==> config.mk <==
export PLATFORM = sky130hd
export DESIGN_NAME = date_time_validate_bcd_encoder_core
export DESIGN_NICKNAME = d
export VERILOG_FILES = /design/src/sv/dtv_pkg.sv /design/src/sv/dtv_check.sv /design/src/sv/dtv_encode.sv /design/src/sv/date_time_validate_bcd_encoder_core.sv
export SDC_FILE = /design/constraint.sdc
export NUM_CORES = 1
export LEC_CHECK = 0
export ABC_AREA = 0
export BUFFER_PORTS_ARGS = -buffer_cell sky130_fd_sc_hd__buf_2
export CORE_ASPECT_RATIO = 0.75
export CORE_MARGIN = 2
export CORE_UTILIZATION = 60
export DETAILED_ROUTE_END_ITERATION = 8
export GPL_TIMING_DRIVEN = 0
export HOLD_SLACK_MARGIN = 0.03
export PLACE_DENSITY = 0.85
export SETUP_SLACK_MARGIN = 0.3
export SLEW_MARGIN = 30
export SYNTH_ARGS = -nofsm -noshare
export SYNTH_HDL_FRONTEND = slang
export SYNTH_SLANG_ARGS = --single-unit
==> constraint.sdc <==
create_clock -name clock -period 15.79 [get_ports clock]
set_input_delay 4.737 -clock clock [delete_from_list [all_inputs] [get_ports clock]]
set_output_delay 4.737 -clock clock [all_outputs]
set_load 0.02 [all_outputs]
==> src/sv/dtv_pkg.sv <==
// Shared types, status codes and small calendar tables for the date/time
// validator and packed BCD encoder. No dependencies.
package dtv_pkg;

   typedef enum logic [1:0] {
      STATUS_OK       = 2'd0,
      STATUS_BAD_DATE = 2'd1,
      STATUS_BAD_TIME = 2'd2
   } dtv_status_type;

   localparam logic [7:0] YEAR_MAX   = 8'd99;
   localparam logic [7:0] MONTH_MAX  = 8'd12;
   localparam logic [7:0] HOUR_LIMIT = 8'd24;
   localparam logic [7:0] MS_LIMIT   = 8'd60;
   localparam logic [4:0] LEAP_FEB   = 5'd29;
   // 2483 + offsets, reduced mod 7 (century terms cancel over 1999..2099)
   localparam logic [7:0] WEEK_BASE  = 8'd5;

   typedef struct packed {
      logic [7:0] year;
      logic [7:0] month;
      logic [7:0] day;
      logic [7:0] hour;
      logic [7:0] minute;
      logic [7:0] second;
   } dtv_time_type;

   typedef struct packed {
      dtv_status_type status;
      logic [2:0]     weekday;
   } dtv_check_type;

   typedef struct packed {
      dtv_status_type status;
      logic [6:0]     second_bcd;
      logic [6:0]     minute_bcd;
      logic [5:0]     hour_bcd;
      logic [2:0]     weekday_bcd;
      logic [5:0]     day_bcd;
      logic [4:0]     month_bcd;
      logic [7:0]     year_bcd;
   } dtv_result_type;

   function automatic logic [4:0] month_len(input logic [3:0] mo);
      case (mo)
         4'd2:    month_len = 5'd28;
         4'd4:    month_len = 5'd30;
         4'd6:    month_len = 5'd30;
         4'd9:    month_len = 5'd30;
         4'd11:   month_len = 5'd30;
         default: month_len = 5'd31;
      endcase
   endfunction

   function automatic logic [2:0] month_shift(input logic [3:0] mo);
      case (mo)
         4'd1:    month_shift = 3'd0;
         4'd2:    month_shift = 3'd3;
         4'd3:    month_shift = 3'd2;
         4'd4:    month_shift = 3'd5;
         4'd5:    month_shift = 3'd0;
         4'd6:    month_shift = 3'd3;
         4'd7:    month_shift = 3'd5;
         4'd8:    month_shift = 3'd1;
         4'd9:    month_shift = 3'd4;
         4'd10:   month_shift = 3'd6;
         4'd11:   month_shift = 3'd2;
         4'd12:   month_shift = 3'd4;
         default: month_shift = 3'd0;
      endcase
   endfunction

   // 8 = 1 mod 7: fold octal digits, then one conditional subtract
   function automatic logic [2:0] mod7(input logic [7:0] v);
      logic [4:0] s;
      logic [3:0] x;
      s = 5'(v[2:0]) + 5'(v[5:3]) + 5'(v[7:6]);
      x = 4'(s[2:0]) + 4'(s[4:3]);
      mod7 = (x >= 4'd7) ? 3'(x - 4'd7) : x[2:0];
   endfunction

   // Two-digit packed BCD; tens by reciprocal multiply, exact for 0..99
   function automatic logic [7:0] to_bcd(input logic [6:0] v);
      logic [14:0] prod;
      logic [3:0]  tens;
      logic [6:0]  ones;
      prod = 15'(v) * 15'd205;
      tens = prod[14:11];
      ones = v - 7'(7'(tens) * 7'd10);
      to_bcd = {tens, ones[3:0]};
   endfunction

endpackage

==> src/sv/dtv_check.sv <==
// Date and time range checks plus day-of-week computation.
// Depends on dtv_pkg.
module dtv_check (
   input  dtv_pkg::dtv_time_type  tm,
   output dtv_pkg::dtv_check_type chk
);

   logic       leap;
   logic [4:0] mlen;
   logic       date_ok;
   logic       time_ok;
   logic       jan_feb;
   logic [6:0] yr_adj;
   logic [7:0] yr_quarter;
   logic [7:0] week_sum;

   // 2000 is a multiple of 400, so the leap rule reduces to year mod 4
   assign leap = (tm.year[1:0] == 2'd0);
   assign mlen = (tm.month == 8'd2 && leap) ? dtv_pkg::LEAP_FEB
                                              : dtv_pkg::month_len(tm.month[3:0]);

   assign date_ok = (tm.year <= dtv_pkg::YEAR_MAX) && (tm.month != 8'd0)
                 && (tm.month <= dtv_pkg::MONTH_MAX) && (tm.day != 8'd0)
                 && (tm.day <= 8'(mlen));
   assign time_ok = (tm.hour < dtv_pkg::HOUR_LIMIT) && (tm.minute < dtv_pkg::MS_LIMIT)
                 && (tm.second < dtv_pkg::MS_LIMIT);

   // Year counted from 1999: Jan and Feb belong to the previous year
   assign jan_feb    = (tm.month < 8'd3);
   assign yr_adj     = tm.year[6:0] + 7'd1 - 7'(jan_feb);
   assign yr_quarter = (8'(yr_adj) + 8'd3) >> 2;
   assign week_sum   = dtv_pkg::WEEK_BASE + 8'(yr_adj) + yr_quarter
                     + 8'(dtv_pkg::month_shift(tm.month[3:0])) + 8'(tm.day[4:0]);

   always_comb begin
      chk.weekday = dtv_pkg::mod7(week_sum) + 3'd1;
      if (!date_ok) begin
         chk.status = dtv_pkg::STATUS_BAD_DATE;
      end else if (!time_ok) begin
         chk.status = dtv_pkg::STATUS_BAD_TIME;
      end else begin
         chk.status = dtv_pkg::STATUS_OK;
      end
   end

endmodule

==> src/sv/dtv_encode.sv <==
// Packs validated fields into BCD, zeroing all BCD fields on an error status.
// Depends on dtv_pkg.
module dtv_encode (
   input  dtv_pkg::dtv_time_type   tm,
   input  dtv_pkg::dtv_check_type  chk,
   output dtv_pkg::dtv_result_type res
);

   logic [7:0] sec_b;
   logic [7:0] min_b;
   logic [7:0] hour_b;
   logic [7:0] day_b;
   logic [7:0] mon_b;
   logic [7:0] year_b;

   assign sec_b  = dtv_pkg::to_bcd(tm.second[6:0]);
   assign min_b  = dtv_pkg::to_bcd(tm.minute[6:0]);
   assign hour_b = dtv_pkg::to_bcd(tm.hour[6:0]);
   assign day_b  = dtv_pkg::to_bcd(tm.day[6:0]);
   assign mon_b  = dtv_pkg::to_bcd(tm.month[6:0]);
   assign year_b = dtv_pkg::to_bcd(tm.year[6:0]);

   always_comb begin
      res = '0;
      res.status = chk.status;
      if (chk.status == dtv_pkg::STATUS_OK) begin
         res.second_bcd  = sec_b[6:0];
         res.minute_bcd  = min_b[6:0];
         res.hour_bcd    = hour_b[5:0];
         res.weekday_bcd = chk.weekday;
         res.day_bcd     = day_b[5:0];
         res.month_bcd   = mon_b[4:0];
         res.year_bcd    = year_b;
      end
   end

endmodule

==> src/sv/date_time_validate_bcd_encoder_core.sv <==
// Top level: input register, check and encode logic, result register.
// Depends on dtv_pkg, dtv_check and dtv_encode.
//
//   channel | ports                        | direction | moves
//   req     | req_valid/req_ready + 6 x 8b | in        | one raw date and time
//   rsp     | rsp_valid/rsp_ready + 8 flds | out       | status and BCD bytes
//
// A request transaction passes the input register, the check and encode
// logic and the result register; one transaction per cycle is sustained
// while rsp_ready holds, set by the single logic pass between the registers.
// Reset clears both stage valid flags; the data registers are not reset.
// A stalled result holds in place and the input stage fills behind it, after
// which req_ready drops until rsp_ready returns.
module date_time_validate_bcd_encoder_core (
   input  logic       clock,
   input  logic       reset,
   input  logic       req_valid,
   output logic       req_ready,
   input  logic [7:0] req_year_in,
   input  logic [7:0] req_month_in,
   input  logic [7:0] req_day_in,
   input  logic [7:0] req_hour_in,
   input  logic [7:0] req_minute_in,
   input  logic [7:0] req_second_in,
   output logic       rsp_valid,
   input  logic       rsp_ready,
   output logic [1:0] rsp_status,
   output logic [6:0] rsp_second_bcd,
   output logic [6:0] rsp_minute_bcd,
   output logic [5:0] rsp_hour_bcd,
   output logic [2:0] rsp_weekday_bcd,
   output logic [5:0] rsp_day_bcd,
   output logic [4:0] rsp_month_bcd,
   output logic [7:0] rsp_year_bcd
);

   logic                    in_valid_ff;
   logic                    in_valid_in;
   dtv_pkg::dtv_time_type   in_data_ff;
   logic                    out_valid_ff;
   logic                    out_valid_in;
   dtv_pkg::dtv_result_type out_data_ff;
   dtv_pkg::dtv_check_type  chk;
   dtv_pkg::dtv_result_type res;
   logic                    out_adv;
   logic                    req_take;

   assign out_adv   = !out_valid_ff || rsp_ready;
   assign req_ready = !in_valid_ff || out_adv;
   assign req_take  = req_valid && req_ready;

   assign in_valid_in  = req_take ? 1'b1 : (out_adv ? 1'b0 : in_valid_ff);
   assign out_valid_in = out_adv ? in_valid_ff : out_valid_ff;

   always_ff @(posedge clock) begin
      if (reset) begin
         in_valid_ff  <= 1'b0;
         out_valid_ff <= 1'b0;
      end else begin
         in_valid_ff  <= in_valid_in;
         out_valid_ff <= out_valid_in;
      end
   end

   always_ff @(posedge clock) begin
      if (req_take) begin
         in_data_ff <= '{year: req_year_in, month: req_month_in, day: req_day_in,
                         hour: req_hour_in, minute: req_minute_in,
                         second: req_second_in};
      end
      if (out_adv && in_valid_ff) begin
         out_data_ff <= res;
      end
   end

   dtv_check u_check (
      .tm  (in_data_ff),
      .chk (chk)
   );

   dtv_encode u_encode (
      .tm  (in_data_ff),
      .chk (chk),
      .res (res)
   );

   assign rsp_valid       = out_valid_ff;
   assign rsp_status      = out_data_ff.status;
   assign rsp_second_bcd  = out_data_ff.second_bcd;
   assign rsp_minute_bcd  = out_data_ff.minute_bcd;
   assign rsp_hour_bcd    = out_data_ff.hour_bcd;
   assign rsp_weekday_bcd = out_data_ff.weekday_bcd;
   assign rsp_day_bcd     = out_data_ff.day_bcd;
   assign rsp_month_bcd   = out_data_ff.month_bcd;
   assign rsp_year_bcd    = out_data_ff.year_bcd;

   // Error results carry all-zero BCD bytes
   a_err_zero: assert property (@(posedge clock) disable iff (reset)
      (rsp_valid && rsp_status != dtv_pkg::STATUS_OK) |->
      (rsp_second_bcd == 7'd0 && rsp_minute_bcd == 7'd0 && rsp_hour_bcd == 6'd0
       && rsp_weekday_bcd == 3'd0 && rsp_day_bcd == 6'd0 && rsp_month_bcd == 5'd0
       && rsp_year_bcd == 8'd0))
      else $error("error result with nonzero BCD fields");

   // Good results always name a weekday
   a_ok_weekday: assert property (@(posedge clock) disable iff (reset)
      (rsp_valid && rsp_status == dtv_pkg::STATUS_OK) |-> (rsp_weekday_bcd != 3'd0))
      else $error("valid result without weekday");

   // A blocked input stage keeps its transaction
   a_in_hold: assert property (@(posedge clock) disable iff (reset)
      (in_valid_ff && !out_adv) |=> (in_valid_ff && $stable(in_data_ff)))
      else $error("input stage lost a held transaction");

   // No request is taken over an occupied, blocked input stage
   a_no_overrun: assert property (@(posedge clock) disable iff (reset)
      (in_valid_ff && !out_adv) |-> !req_ready)
      else $error("input stage overrun");

endmodule
=== Word-level counts from Yosys, hierarchy flattened ===
Memories as Yosys holds them, arrays and structs flattened. A register that Yosys moved wholly into a read port is not among the register bits.
Index checks and enable logic that the tools add are counted.

* Output and inout port bits: 46
* ROM bits: 48
* Register bits after elaboration: 94
* Memories: 1

* Magnitude comparators: 8
* $mul: 12
* Reduce and logical (&&, ||, !) cells: 19
* Equal/unequal tests: 6
* Add/sub/neg operators: 18
* Mux-type cells: 8

{| class="wikitable"
|+ Memories
! memory !! words !! bits a word !! rd ports !! clocked after memory_dff !! wr ports !! RTL line !! source
|-
| (no name shown) || 16 || 3 || 1 || 1 || 0 || dtv_pkg.sv:56 || <nowiki>case (mo)</nowiki>
|}

{| class="wikitable"
|+ Operators by type and width
! kind !! count
|-
| multiplier 7 x 8 -> 15 bit, second input constant || 6
|-
| multiplier 4 x 3 -> 3 bit, second input constant || 6
|-
| subtractor 4 bit || 6
|-
| < comparator 8 x 6 -> 1 bit, second input constant || 2
|-
| nonzero test 8 bit || 2
|-
| logical AND 1 bit || 9
|-
| adder 3 x 7 -> 8 bit, first input constant || 1
|-
| adder 7 x 2 -> 8 bit, second input constant || 1
|-
| adder 8 x 3 -> 8 bit || 1
|-
| adder 8 x 5 -> 8 bit || 1
|-
| adder 8 x 6 -> 8 bit || 1
|-
| == test 4 x 3 -> 1 bit, second input constant || 2
|-
| == test 4 bit, second input constant || 2
|-
| == test 8 x 2 -> 1 bit, second input constant || 1
|-
| less-or-equal comparator 8 x 4 -> 1 bit, second input constant || 1
|-
| less-or-equal comparator 8 x 5 -> 1 bit || 1
|-
| less-or-equal comparator 8 x 7 -> 1 bit, second input constant || 1
|-
| < comparator 8 x 2 -> 1 bit, second input constant || 1
|-
| < comparator 8 x 5 -> 1 bit, second input constant || 1
|-
| adder 7 x 1 -> 7 bit, second input constant || 1
|-
| subtractor 7 x 1 -> 7 bit || 1
|-
| 2-to-1 mux 2 bit || 3
|-
| adder 5 x 2 -> 5 bit || 1
|-
| adder 3 x 2 -> 4 bit || 1
|-
| other kinds (14) || 18
|}

=== Longest topological paths before layout ===
Gate-level depths: netlist of run 1.

* Depth in word-level cells: 12
* Depth in mapped cells: 39
* Gate-level depth less buffers: 39

=== Cells and area by module ===
From an unflattened synthesis of run 1, not the netlist that was laid out.

* Cell total of the unflattened synthesis: 911
* Area, all modules: 10003.3 µm²

{| class="wikitable"
|+ Modules (own cells, without submodules)
! module !! sequential area each (µm²) !! cells an instance !! times used !! area an instance (µm²)
|-
| dtv_encode || 0.0 || 616 || 1 || 5566.6
|-
| date_time_validate_bcd_encoder_core || 2802.7 || 102 || 1 || 2866.5
|-
| dtv_check || 0.0 || 193 || 1 || 1570.3
|}

=== Worst setup path after synthesis of run 1 ===
OpenSTA, ideal clock, no wires.

* Path type: input to output
* Start: input rsp_ready
* End: output req_ready
* Slack: 5.930 ns
* Arrival time: 5.123 ns
* Stages on the path: 2
* Cell sequence: nor2b_1 nand2_1

* Longest elaborated chain between the ends: 2

{| class="wikitable"
|+ RTL lines
! item !! RTL line !! source
|-
| start: declaration || date_time_validate_bcd_encoder_core.sv:26 || <nowiki>input logic rsp_ready,</nowiki>
|-
| logical OR 1 bit || date_time_validate_bcd_encoder_core.sv:48 || <nowiki>assign out_adv = !out_valid_ff || rsp_ready;</nowiki>
|-
| logical OR 1 bit || date_time_validate_bcd_encoder_core.sv:49 || <nowiki>assign req_ready = !in_valid_ff || out_adv;</nowiki>
|-
| end: declaration || date_time_validate_bcd_encoder_core.sv:18 || <nowiki>output logic req_ready,</nowiki>
|}

No other way between the ends.

=== Worst setup path after layout of run 1 ===
Ends and elaborated chain as after synthesis.

==> summary.md, run 1 <==
| Metric | Value |
|---|---|
| CP cell instances | `buf_2, nor2b_1, nand2_1, buf_2` |
| Port bufs | `97` |
| Fillers | `1162` |
| First-pass GRT wire length | `32900 um` |
| Post-Syn Area | `9870 um2` |
| FF+latch count, synth | `97` |
| Status | `finished clean` |
| Share of cells above drive strength 1 | `13.0%` |
| Initial Util | `61.5%` |
| Unrepaired setup endpoints after global routing | `no` |
| Core Area | `16100 um2` |
| CP Launch Type | `input pin` |
| Detail Route Antenna Nets | `0` |
| Main combinational cell family by area after synthesis | `adder cells` |
| Total CTS buffers | `9` |
| Clock Sink Count | `97` |
| CTS Hold Bufs | `0` |
| First-pass DRT Iterations | `5` |
| Vias in the first global route | `6834` |
| Diode count | `0` |
| Synthesized net count | `1246` |
| Finished Core Util | `68.4%` |
| Max Fclk | `97.9 MHz` |
| Sequential share of the synthesized area | `29.0%` |
| CP max-delay cell | `nor2b_1` |
| Tcrit/Tclk final | `64.7%` |
| Syn-to-layout area delta | `11.2%` |
| Final WL | `19600 um` |
| WP data arrival | `5.48 ns` |
| Final #Nets | `1356` |
| Worst Setup End Kind | `primary output` |
| Final setup fails | `0` |
| # resized after CTS | `0` |
| Post-synthesis xor/xnor area fraction | `5.69%` |
| Overflow after GRT | `0` |
| Met1 Track Usage GR | `32.0%` |
| Asr flop ratio synth | `0%` |
| CTS tree | `done` |
| Synth unique cells | `50` |
| Root buffer cell | `clkbuf_16` |
| Pre-CTS setup slack | `5.58 ns` |
| Vias post-DR | `6564` |
| M3 GR Usage | `4.45%` |
| Worst Hold Class | `reg -> reg` |
| WL/cell | `16.3 um` |
| Reg clk slew, reported paths | `0.06 ns` |
| Gate Count Post-Synth | `878` |
| Row count | `40` |
| Simple-gate area share of the yosys netlist | `7.40%` |
| CTS Buffer Depth | `2` |
| Top cell by count, worst path | `buf_2` |
| Post-Syn Area per Cell | `11.2 um2` |
| First-iteration detailed-routing DRC count | `367` |
| Max incr delay on CP | `0.29 ns` |
| Die height | `115 um` |
| Setup TNS | `0 ns` |
| Number of synthesized flops with an enable pin | `92` |
| Crit path kind | `in -> out` |
| Worst-margin pin slew | `0.797 ns` |
| Mux contribution to synthesized area | `0.811%` |
| Ys Warns | `0` |
| Initial antenna violation count | `0` |
| Compound-Gate Fraction of Synth Area | `6.07%` |
| Num ports | `98` |
| GP Congestion | `0.855` |
| Fin worst setup slack | `5.58 ns` |
| Global routing usage on met2 | `40.3%` |
| Vias per cell | `5.46` |
| Final Hold Fails | `0` |
| Most used DFF post-synth | `edfxtp_1` |
| Tmin final | `10.21 ns` |
| Die width | `152 um` |
| Largest net degree at the start of global routing | `52` |
| Clk_lat worst skew | `0.36 ns` |
| Req. time, crit path | `11.05 ns` |
| Post-CTS Setup Repair Bufs | `0` |
| Most crowded layer after global routing | `met2` |
| Drc violations | `0` |
| Critical path fanouts, max | `4` |
| Htree depth | `3` |
| Area share of fa/ha/maj cells after synthesis | `45.0%` |
| Hpwl dp | `16100 um` |
| Final Skew | `0.0118 ns` |
| Max-Cap Viols | `0` |
| Max-slew violations | `0` |
| Gr usage total | `24.0%` |
| Die area | `17500 um2` |
| Slew HR | `46.9%` |
## worst paths after layout
kind                                startpoint                  to  slack, ns  cells after the start
worst max register to register  in_data_ff[35]  rsp_weekday_bcd[2]       7.53                     36
worst min-delay path               in_valid_ff           rsp_valid       0.52                      2
worst min register to register     in_valid_ff           rsp_valid       0.52                      2
worst max-delay path                 rsp_ready           req_ready       5.58                      4
## sequential cells by signal (all words and copies together) (netlist names), 2 cells and up, named ones only
| signal | count |
|---|---|
| rsp_second_bcd | 7 |
| rsp_status | 2 |
| rsp_weekday_bcd | 3 |
| rsp_year_bcd | 8 |
| in_data_ff | 48 |
| rsp_minute_bcd | 7 |
| rsp_hour_bcd | 6 |
| rsp_day_bcd | 6 |
| rsp_month_bcd | 5 |
## cell usage in the layout (no fill, tap or decap), types with 2 or more instances in the layout
master,instances
or2_2,7
nand4_1,4
a21oi_1,37
xor2_1,21
clkbuf_16,9
a211o_1,2
nand2_1,24
buf_16,2
nor2b_1,6
nor3_1,12
edfxtp_1,92
inv_1,153
ha_1,251
a21o_1,10
o21ai_0,9
nor2_1,44
and2_1,22
nand3_1,11
fa_1,65
mux2i_1,8
buf_2,97
a41oi_1,2
clkbuf_1,6
dfxtp_1,5
xnor2_1,38
o21a_1,2
xnor3_1,2
o22ai_1,3
o211ai_1,2
a211oi_1,9
nor4_1,4
a32oi_1,2
clkinvlp_4,3
o21bai_1,4
## cells by family (layout without fill, tap and decap cells)
kind of cell / count (synthesis) / after routing
xor gates and xnor gates: 61 / 61
and+or+nand+nor: 144 / 144
buffers and inverters: 159 / 274
AOI/OAI and AO/OA: 93 / 93
muxes: 8 / 8
DFF: 97 / 97
adders and majority gates: 316 / 316
## metrics by stage
stage,hold WS [ns],instances,instance area [um2]
6_report,0.524,1203,11000
5_1_grt,0.581,1203,11000
4_1_cts,0.527,1203,11000
3_5_place_dp,0.514,1187,10700
3_3_place_gp,0.502,1185,10600
2_1_floorplan,0.478,878,9870
## final cells by class
class / count / area [um2] / area share [%]
multi-input combinational: 622 / 6420 / 58.5
sequential: 97 / 2860 / 26.1
inverter: 154 / 581 / 5.29
timing repair buffer: 99 / 541 / 4.92
tap: 210 / 263 / 2.39
clock buffer: 10 / 229 / 2.08
clock inverter: 6 / 66.3 / 0.604
buffer: 5 / 18.8 / 0.171
## cells in the mapped netlist (2+ instances only)
cell      number  area, um2
a21o_1        10       75.1
nor3_1        12       60.1
a21oi_1       37        185
mux2i_1        8       80.1
nor2_1        44        165
nor4_1         4       25.0
clkbuf_1       5       18.8
o21ai_0        9       45.0
xnor2_1       38        333
a211oi_1       9       67.6
edfxtp_1      92       2760
or2_2          7       43.8
ha_1         251       3140
nand4_1        4       25.0
o21bai_1       4       30.0
nand3_1       11       55.1
and2_1        22        138
inv_1        154        578
xnor3_1        2       45.0
a211o_1        2       17.5
nor2b_1        7       43.8
o21a_1         2       15.0
nand2_1       24       90.1
a41oi_1        2       17.5
fa_1          65       1300
dfxtp_1        5        100
o211ai_1       2       15.0
o22ai_1        3       18.8
a32oi_1        2       17.5
xor2_1        21        184
## worst max-delay path, delay by kind of cell
family	cells	cell delay, ns
AND/OR/NAND/NOR	2	0.45
buffers and inverters	2	0.29
## metal layers
metal  vias to the layer above  share of wire [%]  routed length (um)
li1                       3226                  -                   -
met1                      3146                 47                9220
met4                         0                1.9                 370
met5                         -                  0                   0
met2                       164                 46                9080
met3                        28                4.5                 887
Power of run 1 is left out: the tool's default activity adds up to more than one toggle a clock period on the data nets, which glitch-free logic cannot reach.
==> inputs of run 2 (changes only) <==
--- a/config.mk
+++ b/config.mk
@@ -9,11 +9,11 @@
 export BUFFER_PORTS_ARGS = -buffer_cell sky130_fd_sc_hd__buf_2
 export CORE_ASPECT_RATIO = 0.75
 export CORE_MARGIN = 2
-export CORE_UTILIZATION = 60
+export CORE_UTILIZATION = 55
 export DETAILED_ROUTE_END_ITERATION = 8
 export GPL_TIMING_DRIVEN = 0
 export HOLD_SLACK_MARGIN = 0.03
-export PLACE_DENSITY = 0.85
+export PLACE_DENSITY = 0.82
 export SETUP_SLACK_MARGIN = 0.3
 export SLEW_MARGIN = 30
 export SYNTH_ARGS = -nofsm -noshare
==> constraint.sdc (replaced) <==
create_clock -name clock -period 8.2 [get_ports clock]
set_input_delay 2.46 -clock clock [delete_from_list [all_inputs] [get_ports clock]]
set_output_delay 2.46 -clock clock [all_outputs]
set_load 0.02 [all_outputs]
==> run 2 against run 1 <==
Net effect: non-clock buffer count is 14 higher; clock skew decreased by 0.0046 ns; design area up 3.0%; flip-flop and latch count stayed put; final cell count grew 3.8%; via count rose by 0.78%; first-iteration DRC count up 1.6%; critical endpoint is now rsp_weekday_bcd[2].
==> summary.md, run 2 (same netlist as run 1, synthesis figures left out) <==
| Metric | Value |
|---|---|
| CP Launch Type | `flop` |
| Most frequent cells in the layout | `ha_1, inv_1, buf_2` |
| Gr usage total | `21.9% (-2.0 points)` |
| Tmin final | `7.65 ns` |
| Worst hold start | `in_valid_ff` |
| Overflow after GRT | `0 (unchanged)` |
| Crit path kind | `reg -> reg` |
| Final WL | `20100 um (+2.5%)` |
| Syn-to-layout area delta | `14.5%` |
| Commonest non-fill, non-tap cell in the layout | `ha_1` |
| Largest register by flop count | `in_data_ff` |
| Root buffer cell | `clkbuf_16` |
| CP max-delay cell | `fa_2` |
| Initial antenna violation count | `0 (unchanged)` |
| Worst r2r src | `in_data_ff[37]` |
| Initial Util | `56.1% (-5.4 points)` |
| Share of cells above drive strength 1 | `16.7% (+3.7 points)` |
| CTS Hold Bufs | `0 (unchanged)` |
| Largest net degree at the start of global routing | `43 (-17%)` |
| Final Skew | `0.00719 ns (-0.00459 ns)` |
| R2R Setup Slk | `0.55 ns (-6.98 ns)` |
| Final setup fails | `0 (unchanged)` |
| Row count | `42 (+5.0%)` |
| Req. time, crit path | `8.29 ns (-2.76 ns)` |
| WP data arrival | `7.74 ns (+2.26 ns)` |
| Worst-margin pin slew | `0.750 ns (-0.0466 ns)` |
| Pre-CTS setup slack | `0.0499 ns (-5.53 ns)` |
| Worst Setup End Kind | `flop` |
| Top Family by Delay on Critical Path | `adder cells` |
| Core Area | `17600 um2 (+9.6%)` |
| Vias per cell | `5.30 (-2.9%)` |
| Tcrit/Tclk final | `93.3%` |
| Setup TNS | `0 ns (unchanged)` |
| Worst Hold Depth | `2 (unchanged)` |
| Max-Cap Viols | `0 (unchanged)` |
| Port bufs | `97 (unchanged)` |
| Max-slew violations | `0 (unchanged)` |
| Die area | `19100 um2 (+8.8%)` |
| Cell depth of the worst flop-to-flop path | `34 (-5.6%)` |
| First-pass DRT Iterations | `5 (unchanged)` |
| Final #Nets | `1370 (+1.0%)` |
| Clock Sink Count | `97 (unchanged)` |
| Status | `finished clean` |
| Final Hold Fails | `0 (unchanged)` |
| Unrepaired setup endpoints after global routing | `no` |
| Diode count | `0 (unchanged)` |
| GP Congestion | `0.824 (-3.7%)` |
| Detail Route Antenna Nets | `0 (unchanged)` |
| Drc violations | `0 (unchanged)` |
| Htree depth | `3 (unchanged)` |
| Max incr delay on CP | `0.58 ns (+0.29 ns)` |
| Total CTS buffers | `9 (unchanged)` |
| Hpwl dp | `15800 um (-1.9%)` |
| Fin worst setup slack | `0.546 ns (-5.03 ns)` |
| First-iteration detailed-routing DRC count | `373 (+1.6%)` |
| Die height | `120 um (+4.3%)` |
| Worst Path Buf+Inv | `3 (+1)` |
| Vias post-DR | `6615 (+0.78%)` |
| Critical path fanouts, max | `4 (unchanged)` |
| Top cell by count, worst path | `ha_1` |
| WL/cell | `16.1 um (-1.3%)` |
| Num ports | `98 (unchanged)` |
| CTS Buffer Depth | `2 (unchanged)` |
| Fillers | `1321 (+14%)` |
| Clk_lat worst skew | `0.36 ns (about the same)` |
| CTS tree | `done` |
| Worst Hold End | `rsp_valid` |
| Vias in the first global route | `6784 (-0.73%)` |
| Reg clk slew, reported paths | `0.07 ns (about the same)` |
| Die width | `159 um (+4.3%)` |
| Max Fclk | `131 MHz` |
| Max FFs per register | `48 (unchanged)` |
| Slew HR | `50.0% (+3.1 points)` |
| First-pass GRT wire length | `32900 um (-0.17%)` |
| Finished Core Util | `64.2% (-4.1 points)` |
| Worst Hold Class | `reg -> reg` |
| Crit Reg-Reg Endpoint | `rsp_weekday_bcd[2]` |
## run 2: cell count changes in the layout (fill, tap and decap cells not counted), sizes merged
cell | before | now
inv | 155 | 158
buf | 99 | 114
clkinvlp | 3 | 1
clkbuf | 15 | 13
## run 2: layout make-up
type / instances / area (um2) / share of cell area (%)
Buffer: 5 / 26.3 / 0.232
Tap cell: 242 / 303 / 2.68
Sequential cell: 97 / 2860 / 25.3
Clock buffer: 9 / 225 / 1.99
Multi-Input combinational cell: 622 / 6560 / 58.0
Inverter: 154 / 581 / 5.13
Timing Repair Buffer: 113 / 666 / 5.89
Clock inverter: 7 / 83.8 / 0.741
## run 2: worst max path at each step
stage                     slack, ns            from  cells past startpoint            endpoint
after floorplan                0.80  in_data_ff[35]                     32  rsp_weekday_bcd[1]
after global placement         0.17  in_data_ff[32]                     33  rsp_weekday_bcd[2]
after detailed placement       0.05  in_data_ff[34]                     33  rsp_weekday_bcd[2]
after CTS                      0.33  in_data_ff[32]                     35  rsp_weekday_bcd[2]
after global routing           0.14  in_data_ff[34]                     35  rsp_weekday_bcd[2]
final                          0.55  in_data_ff[37]                     34  rsp_weekday_bcd[2]
## run 2: through the flow
step | instances | instance area, um2 | hold slack, ns
2_1_floorplan | 878 | 9870 | 0.478
3_3_place_gp | 1217 | 10700 | 0.507
3_5_place_dp | 1220 | 10800 | 0.515
4_1_cts | 1238 | 11100 | 0.530
5_1_grt | 1249 | 11300 | 0.563
6_report | 1249 | 11300 | 0.526
## run 2: worst min-delay path, cell delays in order, from the launching register on
cell     delay [ns]
dfxtp_1        0.34
nor2_1         0.11
nor2_1         0.04
## run 2: what timing repair did
item	CTS	global route
hold endpoints to repair	0	0
setup endpoints to repair	2	3
setup buffers	2	11
pin swaps	0	6
resized for setup	4	29
## run 2: per-layer routing
layer	global-route usage, %	routed length (um)
met3	4.32	1030
met5	0	0
met1	30.2	9340
met4	7.17	394
met2	35.1	9280
Power of run 2 is left out for the same reason.
